File: src/design/ngvf_pkg.sv
// Shared types and constants for the NGARCH variance filter.
// No dependencies; compiled first.
`timescale 1ns / 1ps

package ngvf_pkg;

  localparam int unsigned DATA_W     = 32;
  localparam int unsigned FRAC_W     = 16;
  localparam int unsigned HIST_DEPTH = 3;
  localparam int unsigned ADDR_W     = 5;
  localparam int unsigned ROOT_W     = 24;
  localparam int unsigned ITER_W     = $clog2(ROOT_W + 1);
  localparam int unsigned SUM_W      = 52;
  localparam int unsigned CELL_LAT   = 8;
  localparam int unsigned SQ_W       = 49;

  localparam logic [SQ_W-1:0] SQ_CAP   = SQ_W'(1) << 48;
  localparam logic [DATA_W:0] TERM_CAP = (DATA_W + 1)'(1) << DATA_W;

  typedef enum logic [2:0] {
    REG_VAR_CONST,
    REG_THETA,
    REG_ARCH_1,
    REG_ARCH_2,
    REG_ARCH_3,
    REG_GARCH_1,
    REG_GARCH_2,
    REG_GARCH_3
  } reg_idx_e;

  typedef enum logic [1:0] {
    ST_IDLE,
    ST_ROOT,
    ST_SETTLE,
    ST_DONE
  } state_e;

  // one lag: residual, variance and root variance
  typedef struct packed {
    logic signed [DATA_W-1:0] u;
    logic [DATA_W-1:0]        h;
    logic [ROOT_W-1:0]        r;
  } lag_t;

  typedef struct packed {
    logic busy;
    logic done;
  } sqrt_st_t;

endpackage

File: src/design/ngvf_sqrt.sv
// Bit-serial integer square root of h * 2^16, one root bit per cycle.
// Depends on ngvf_pkg.
`timescale 1ns / 1ps

module ngvf_sqrt (
  input  logic                          clk_i,
  input  logic                          rst_ni,
  input  logic                          start_i,
  input  logic [ngvf_pkg::DATA_W-1:0]   radicand_i,
  output ngvf_pkg::sqrt_st_t            st_o,
  output logic [ngvf_pkg::ROOT_W-1:0]   root_o
);
  import ngvf_pkg::*;

  localparam int unsigned RAD_W = 2 * ROOT_W;
  localparam int unsigned REM_W = ROOT_W + 2;

  logic [RAD_W-1:0]  rad_q;
  logic [REM_W-1:0]  rem_q;
  logic [ROOT_W-1:0] root_q;
  logic [ITER_W-1:0] cnt_q;
  logic              busy_q, done_q;

  logic [REM_W+1:0]  rem_sh;
  logic [REM_W+1:0]  trial;
  logic              fits;

  always_comb begin
    rem_sh = {rem_q, rad_q[RAD_W-1 -: 2]};
    trial  = {2'b00, root_q, 2'b01};
    fits   = (rem_sh >= trial);
  end

  always_ff @(posedge clk_i or negedge rst_ni) begin
    if (!rst_ni) begin
      busy_q <= 1'b0;
      done_q <= 1'b0;
      cnt_q  <= '0;
    end else if (start_i) begin
      busy_q <= 1'b1;
      done_q <= 1'b0;
      cnt_q  <= ITER_W'(ROOT_W);
    end else if (busy_q) begin
      cnt_q  <= cnt_q - 1'b1;
      busy_q <= (cnt_q != ITER_W'(1));
      done_q <= (cnt_q == ITER_W'(1));
    end else begin
      done_q <= 1'b0;
    end
  end

  always_ff @(posedge clk_i) begin
    if (start_i) begin
      rad_q  <= {radicand_i, {(RAD_W - DATA_W){1'b0}}};
      rem_q  <= '0;
      root_q <= '0;
    end else if (busy_q) begin
      rad_q  <= rad_q << 2;
      rem_q  <= fits ? REM_W'(rem_sh - trial) : REM_W'(rem_sh);
      root_q <= {root_q[ROOT_W-2:0], fits};
    end
  end

  assign st_o.busy = busy_q;
  assign st_o.done = done_q;
  assign root_o    = root_q;

endmodule

File: config.mk
export PLATFORM = sky130hd
export DESIGN_NAME = ngvf_sqrt
export DESIGN_NICKNAME = d
export VERILOG_FILES = /design/src/design/ngvf_pkg.sv /design/src/design/ngvf_sqrt.sv
export SDC_FILE = /design/constraint.sdc
export NUM_CORES = 1
export LEC_CHECK = 0
export BUFFER_PORTS_ARGS = -buffer_cell sky130_fd_sc_hd__buf_2
export CAP_MARGIN = 20
export CORE_MARGIN = 2
export CORE_UTILIZATION = 42
export DETAILED_ROUTE_END_ITERATION = 8
export GPL_TIMING_DRIVEN = 1
export PLACE_DENSITY = 0.59
export SETUP_SLACK_MARGIN = 0.5
export SLEW_MARGIN = 20
export SYNTH_ARGS = -nofsm -noshare
export SYNTH_HDL_FRONTEND = slang
export SYNTH_SLANG_ARGS = --single-unit
File: constraint.sdc
create_clock -name clk_i -period 6.05 [get_ports clk_i]
set_clock_uncertainty 0.05 [all_clocks]
set_input_delay 0.605 -clock clk_i [delete_from_list [all_inputs] [get_ports clk_i]]
set_output_delay 0.605 -clock clk_i [all_outputs]
set_load 0.03 [all_outputs]
-- Yosys cells after proc, flatten, opt, wreduce, memory -nomap -nowiden
Index checks and enable logic that the tools add are counted.
- output and inout bits: 26
- bits in registers: 89
- input port bits: 35
- reduce and logical (&&, ||, !) cells: 1
- muxes and demuxes: 9
- $lt $le $gt $ge: 1
- equality and inequality tests: 2
- $add $sub $neg: 2
- operator list (operator ; number):
    48-bit 2-to-1 mux ; 2
    28-bit by 26-bit greater-or-equal comparator with 1-bit output ; 1
    26-bit 2-to-1 mux ; 1
    26-bit subtractor ; 1
    5-bit 2-to-1 mux ; 2
    5-bit by 1-bit == test with 1-bit output (second input constant) ; 1
    5-bit by 1-bit != test with 1-bit output (second input constant) ; 1
    5-bit by 1-bit subtractor with 5-bit output (second input constant) ; 1
    1-bit 2-to-1 mux ; 4
    2-bit nonzero test ; 1

-- Longest topological paths before layout
- depth after elaboration: 3
- gate-level depth with buffers: 12
- depth with buffers taken out: 9

-- Worst setup path before layout
OpenSTA, ideal clock, no wires.
- path kind: flip-flop to flip-flop
- start point: register root_q[3], in the netlist root_o[3]
- end point: register rem_q[10]
- path buffers: 1
- cell stages (with the launch flop): 11
- slack: 3.118 ns
- data arrival time: 2.791 ns
- library setup time: 0.091 ns
- path through: dfxtp_1 -> inv_1 -> ha_1 -> o211ai_1 -> a21o_1 -> a211oi_2 -> o211ai_2 -> a311o_1 -> buf_6 -> a2111o_1 -> a311oi_1
- word-level cells in the longest chain between the ends: 2
- ends and longest elaborated chain (element ; line ; RTL):
    start: declaration ; ngvf_sqrt.sv:20 ; logic [ROOT_W-1:0] root_q;
    start signal: assignment ; ngvf_sqrt.sv:60 ; root_q <= {root_q[ROOT_W-2:0], fits};
    26-bit subtractor / 28-bit by 26-bit greater-or-equal comparator with 1-bit output (equally long branches) ; ngvf_sqrt.sv:59, ngvf_sqrt.sv:31 ;
    26-bit 2-to-1 mux (*) ; ngvf_sqrt.sv:59 ; rem_q <= fits ? REM_W'(rem_sh - trial) : REM_W'(rem_sh);
    end signal: assignment ; ngvf_sqrt.sv:59 ;
    end: declaration ; ngvf_sqrt.sv:19 ; logic [REM_W-1:0] rem_q;
Every way passes the cells marked *; elsewhere a longest branch is shown, timed or not.
A chain may end at the register's enable or synchronous reset.

-- Worst setup path after layout
- start point: register root_q[3], in the netlist root_o[3]
- end point: register rem_q[5]
Same word-level chain as after synthesis.

==> summary.log <==
INFO  sta            max_clock_freq=0.296GHz
INFO  clock_tree     cts_inserted_buffers=9
INFO  clock_tree     clock_latency=360ps
INFO  finish         area_growth=12.8%
INFO  clock_tree     clockBufferDepth=2
INFO  synthesis      yosysWarningCount=0
INFO  routing        drc_errors=0
INFO  finish         layout.cell_area.non_filler=0.00606mm^2
INFO  worst_setup_path worstPathRequired=6190ps
INFO  place          gp_congestion=0.923
INFO  clock_tree     clk_transition_reported_paths=70ps
INFO  sta            worst_margin_slew=942ps
INFO  worst_setup_path critPathArrivalTime=3520ps
INFO  clock_tree     cts_tree=done
INFO  global_routing groute.usage.overall=19.6%
INFO  power          power_leakage=2.64nW
INFO  floorplan      design.die.area=0.0137mm^2
INFO  floorplan      floorplan.rows=41
INFO  synthesis      postSynthNetCount=653
INFO  global_routing use_met2=31.2%
INFO  sta            final_min_period_over_clock_period=55.9%
INFO  synthesis      postSynthRegisterBits=89
INFO  finish         finish.cell_count_without_fillers=807
INFO  power          power.ir.vdd_worst=0.000194V
INFO  floorplan      fp.dieW=117um
INFO  global_routing vias_in_the_first_global_route=4211
INFO  worst_hold_path hold_path_class=input pin to asynchronous set/reset pin
INFO  finish         layout.core_utilization=48.2%
INFO  floorplan      die_y=117um
INFO  sta            report.final.slew_viol_count=0
INFO  sta            max-slew-margin-rel=37.2%
INFO  place          dp_slack=2750ps
INFO  clock_tree     cts_hold_buffers=0
INFO  place          dp.cells=791
INFO  clock_tree     setup_fix_bufs_post_cts=0
INFO  global_routing grt_antenna_before_repair=0
INFO  finish         fin_nets=693
INFO  worst_setup_path worst_setup_path_startpoint=root_o[3]
INFO  worst_setup_path critical_path_startpoint_category=flop
INFO  worst_setup_path crit_path_end_kind=flop
INFO  power          power.density=507mW/mm^2
INFO  floorplan      ios=61
INFO  routing        num_vias=4530
INFO  routing        vias_per_cell=5.61
INFO  global_routing grt_busiest_layer=met2
INFO  synthesis      ys.flop_type=dfxtp_1
INFO  routing        drt_pass1_iterations=4
INFO  clock_tree     cts.sinks=89
INFO  global_routing grt_start_max_net_pins=84
INFO  sta            rsz0062_at_grt=no
INFO  synthesis      count_of_flip_flops_with_a_built_in_enable_after_synthesis=32
INFO  place          post-dp-hpwl=8.56mm
INFO  synthesis      async_flop_share=7.87%
INFO  flow_run       maxCapViolCount=0
INFO  routing        initial_drc_count=242
INFO  worst_setup_path category_of_the_most_critical_setup_path=flop to flop
INFO  synthesis      post_synth_instance_area=0.00537mm^2
INFO  finish         diodes=0
INFO  sta            layout_setup_ws=2670ps
INFO  routing        drt-wirelength-per-cell=15.9um
INFO  floorplan      initial_core_util=42.7%
INFO  place          port_buffers=60
INFO  sta            timing_hold_violations_final=0
INFO  global_routing met1_usage=26.1%
INFO  place          placement.cell_area=0.00577mm^2
INFO  synthesis      count_of_mapped_cells_out_of_synthesis=590
INFO  sta            setup_viol=0
INFO  worst_setup_path crit_path_max_fanout=14
INFO  synthesis      post_synth.cell_area_avg=9.10um^2
INFO  global_routing groute.layer.met3.usage=3.14%
INFO  floorplan      core_area=0.0126mm^2
INFO  finish         final_layout_size_suffix_gt1_share=18.7%
INFO  clock_tree     htree_num_levels=3
INFO  clock_tree     cts_root_buf=clkbuf_16
INFO  sta            min_period=3380ps
INFO  clock_tree     postCtsResizedCells=0
INFO  synthesis      synthDistinctLibCells=52
INFO  global_routing grt_pass1_wl=20.8mm
INFO  routing        drt.antenna.violating_nets=0
INFO  run_status     outcome=completed
INFO  worst_setup_path reg2reg_from=root_o[3]
INFO  synthesis      synth_sequential_area_ratio=39.8%
INFO  sta            timing.setup.tns=0ps
INFO  global_routing overflow_after_grt=0
INFO  routing        postRouteWirelength=12.8mm
==> cell usage in the layout, fill, tap and decap left out, types with 3 or more instances in the layout <==
master      n
a2111o_1    3
a211o_1     7
a211oi_1   10
a21oi_1    32
a311oi_1   19
a31oi_1     5
and3_1      8
buf_2      60
buf_4       5
clkbuf_16   9
dfrtp_1     6
dfxtp_1    50
edfxtp_1   32
ha_1       28
inv_1      42
inv_6       4
mux2_2     30
mux2i_1    25
nand2_1    32
nand2b_1    5
nand3_1    27
nand4_1     6
nor2_1     74
nor2b_1     3
nor3_1     14
nor3b_1     5
nor4_1      4
o211ai_1    4
o21a_1      7
o21ai_0    19
o21ai_1     7
o311ai_1    3
o31ai_1     3
or4_1       6
xnor2_1    11
xor2_1      6
==> routing by layer <==
| metal | vias up | wire [um] |
|---|---|---|
| li1 | 2243 | - |
| met1 | 2172 | 6060 |
| met2 | 93 | 5940 |
| met3 | 22 | 533 |
| met4 | 0 | 305 |
| met5 | - | 0 |
==> metrics by stage <==
step / power, mW / hold WS [ps]
after floorplan: 2.12 / 259
after global placement: 2.48 / 394
after detailed placement: 2.49 / 395
after CTS: 3.06 / 11.6
after global routing: 3.30 / 15.4
final: 3.07 / 14.8
==> cell families after synthesis <==
group                    count (synthesis)  share of synthesized area (%)
adder cells (fa/ha/maj)                 28                           6.52
AO/OA/AOI/OAI                          134                           17.7
XOR/XNOR                                17                           2.77
flip-flops                              89                           39.8
multiplexers                            55                           10.9
buffers and inverters                   78                           5.89
AND/OR/NAND/NOR                        189                           16.4
==> sequential cells by signal (all words and copies together) (netlist names) <==
register,cells
rem_q,26
done_q,1
busy_q,1
root_o,24
rad_q,32
cnt_q,5
==> path summary, 6_finish.rpt <==
kind / end / cells past startpoint / slack (ps)
worst max-delay path: rem_q[5] / 9 / 2670
worst min-delay path: cnt_q[4] / 1 / 10
worst max register to register: rem_q[5] / 9 / 2670
worst min register to register: rem_q[12] / 2 / 460
max in group asynchronous: busy_q / 1 / 5770
min in group clk_i: rem_q[12] / 2 / 460
==> cells in the mapped netlist, types with 2 or more instances <==
| cell | count | area share, % |
|---|---|---|
| a2111o_1 | 3 | 0.63 |
| a2111oi_0 | 2 | 0.33 |
| a211o_1 | 7 | 1.1 |
| a211oi_1 | 10 | 1.4 |
| a21o_1 | 2 | 0.28 |
| a21oi_1 | 32 | 3.0 |
| a311oi_1 | 19 | 3.1 |
| a31oi_1 | 5 | 0.58 |
| and2_1 | 2 | 0.23 |
| and3_1 | 8 | 0.93 |
| buf_2 | 7 | 0.65 |
| buf_4 | 2 | 0.28 |
| clkbuf_1 | 26 | 1.8 |
| dfrtp_1 | 7 | 3.3 |
| dfxtp_1 | 50 | 19 |
| edfxtp_1 | 32 | 18 |
| ha_1 | 28 | 6.5 |
| inv_1 | 42 | 2.9 |
| mux2_2 | 30 | 6.3 |
| mux2i_1 | 25 | 4.7 |
| nand2_1 | 32 | 2.2 |
| nand2b_1 | 5 | 0.58 |
| nand3_1 | 27 | 2.5 |
| nand4_1 | 6 | 0.70 |
| nor2_1 | 74 | 5.2 |
| nor2b_1 | 3 | 0.35 |
| nor3_1 | 14 | 1.3 |
| nor3b_1 | 5 | 0.70 |
| nor4_1 | 4 | 0.47 |
| o211ai_1 | 4 | 0.56 |
| o21a_1 | 7 | 0.98 |
| o21ai_0 | 19 | 1.8 |
| o21ai_1 | 7 | 0.65 |
| o311ai_1 | 3 | 0.49 |
| o31ai_1 | 3 | 0.42 |
| or3_1 | 2 | 0.23 |
| or4_1 | 6 | 0.84 |
| xnor2_1 | 11 | 1.8 |
| xor2_1 | 6 | 0.98 |
==> critical path, stage by stage, from the launching register on <==
cell       delay [ps]
dfxtp_1           370
inv_1              60
ha_1              390
a2111oi_2         580
a211oi_2          180
o211ai_2          320
a311oi_2          260
buf_4             290
nor2_1            520
a311oi_1          180
==> area by class of cell <==
cell class | count | area [um^2]
Clock inverter | 7 | 58.8
Clock buffer | 9 | 225
Fill cell | 1244 | 6510
Inverter | 42 | 158
Sequential cell | 89 | 2140
Tap cell | 172 | 215
Multi-Input combinational cell | 423 | 2920
Timing Repair Buffer | 65 | 338
==> report_power, final <==
| group | internal (mW) | total [mW] | switching (mW) |
|---|---|---|---|
| clock network | 0.286 | 0.551 | 0.264 |
| logic | 0.673 | 1.71 | 1.04 |
| registers | 0.731 | 0.811 | 0.0793 |
| total | 1.69 | 3.07 | 1.38 |
Note: power is estimated with default switching activity, not from simulation.
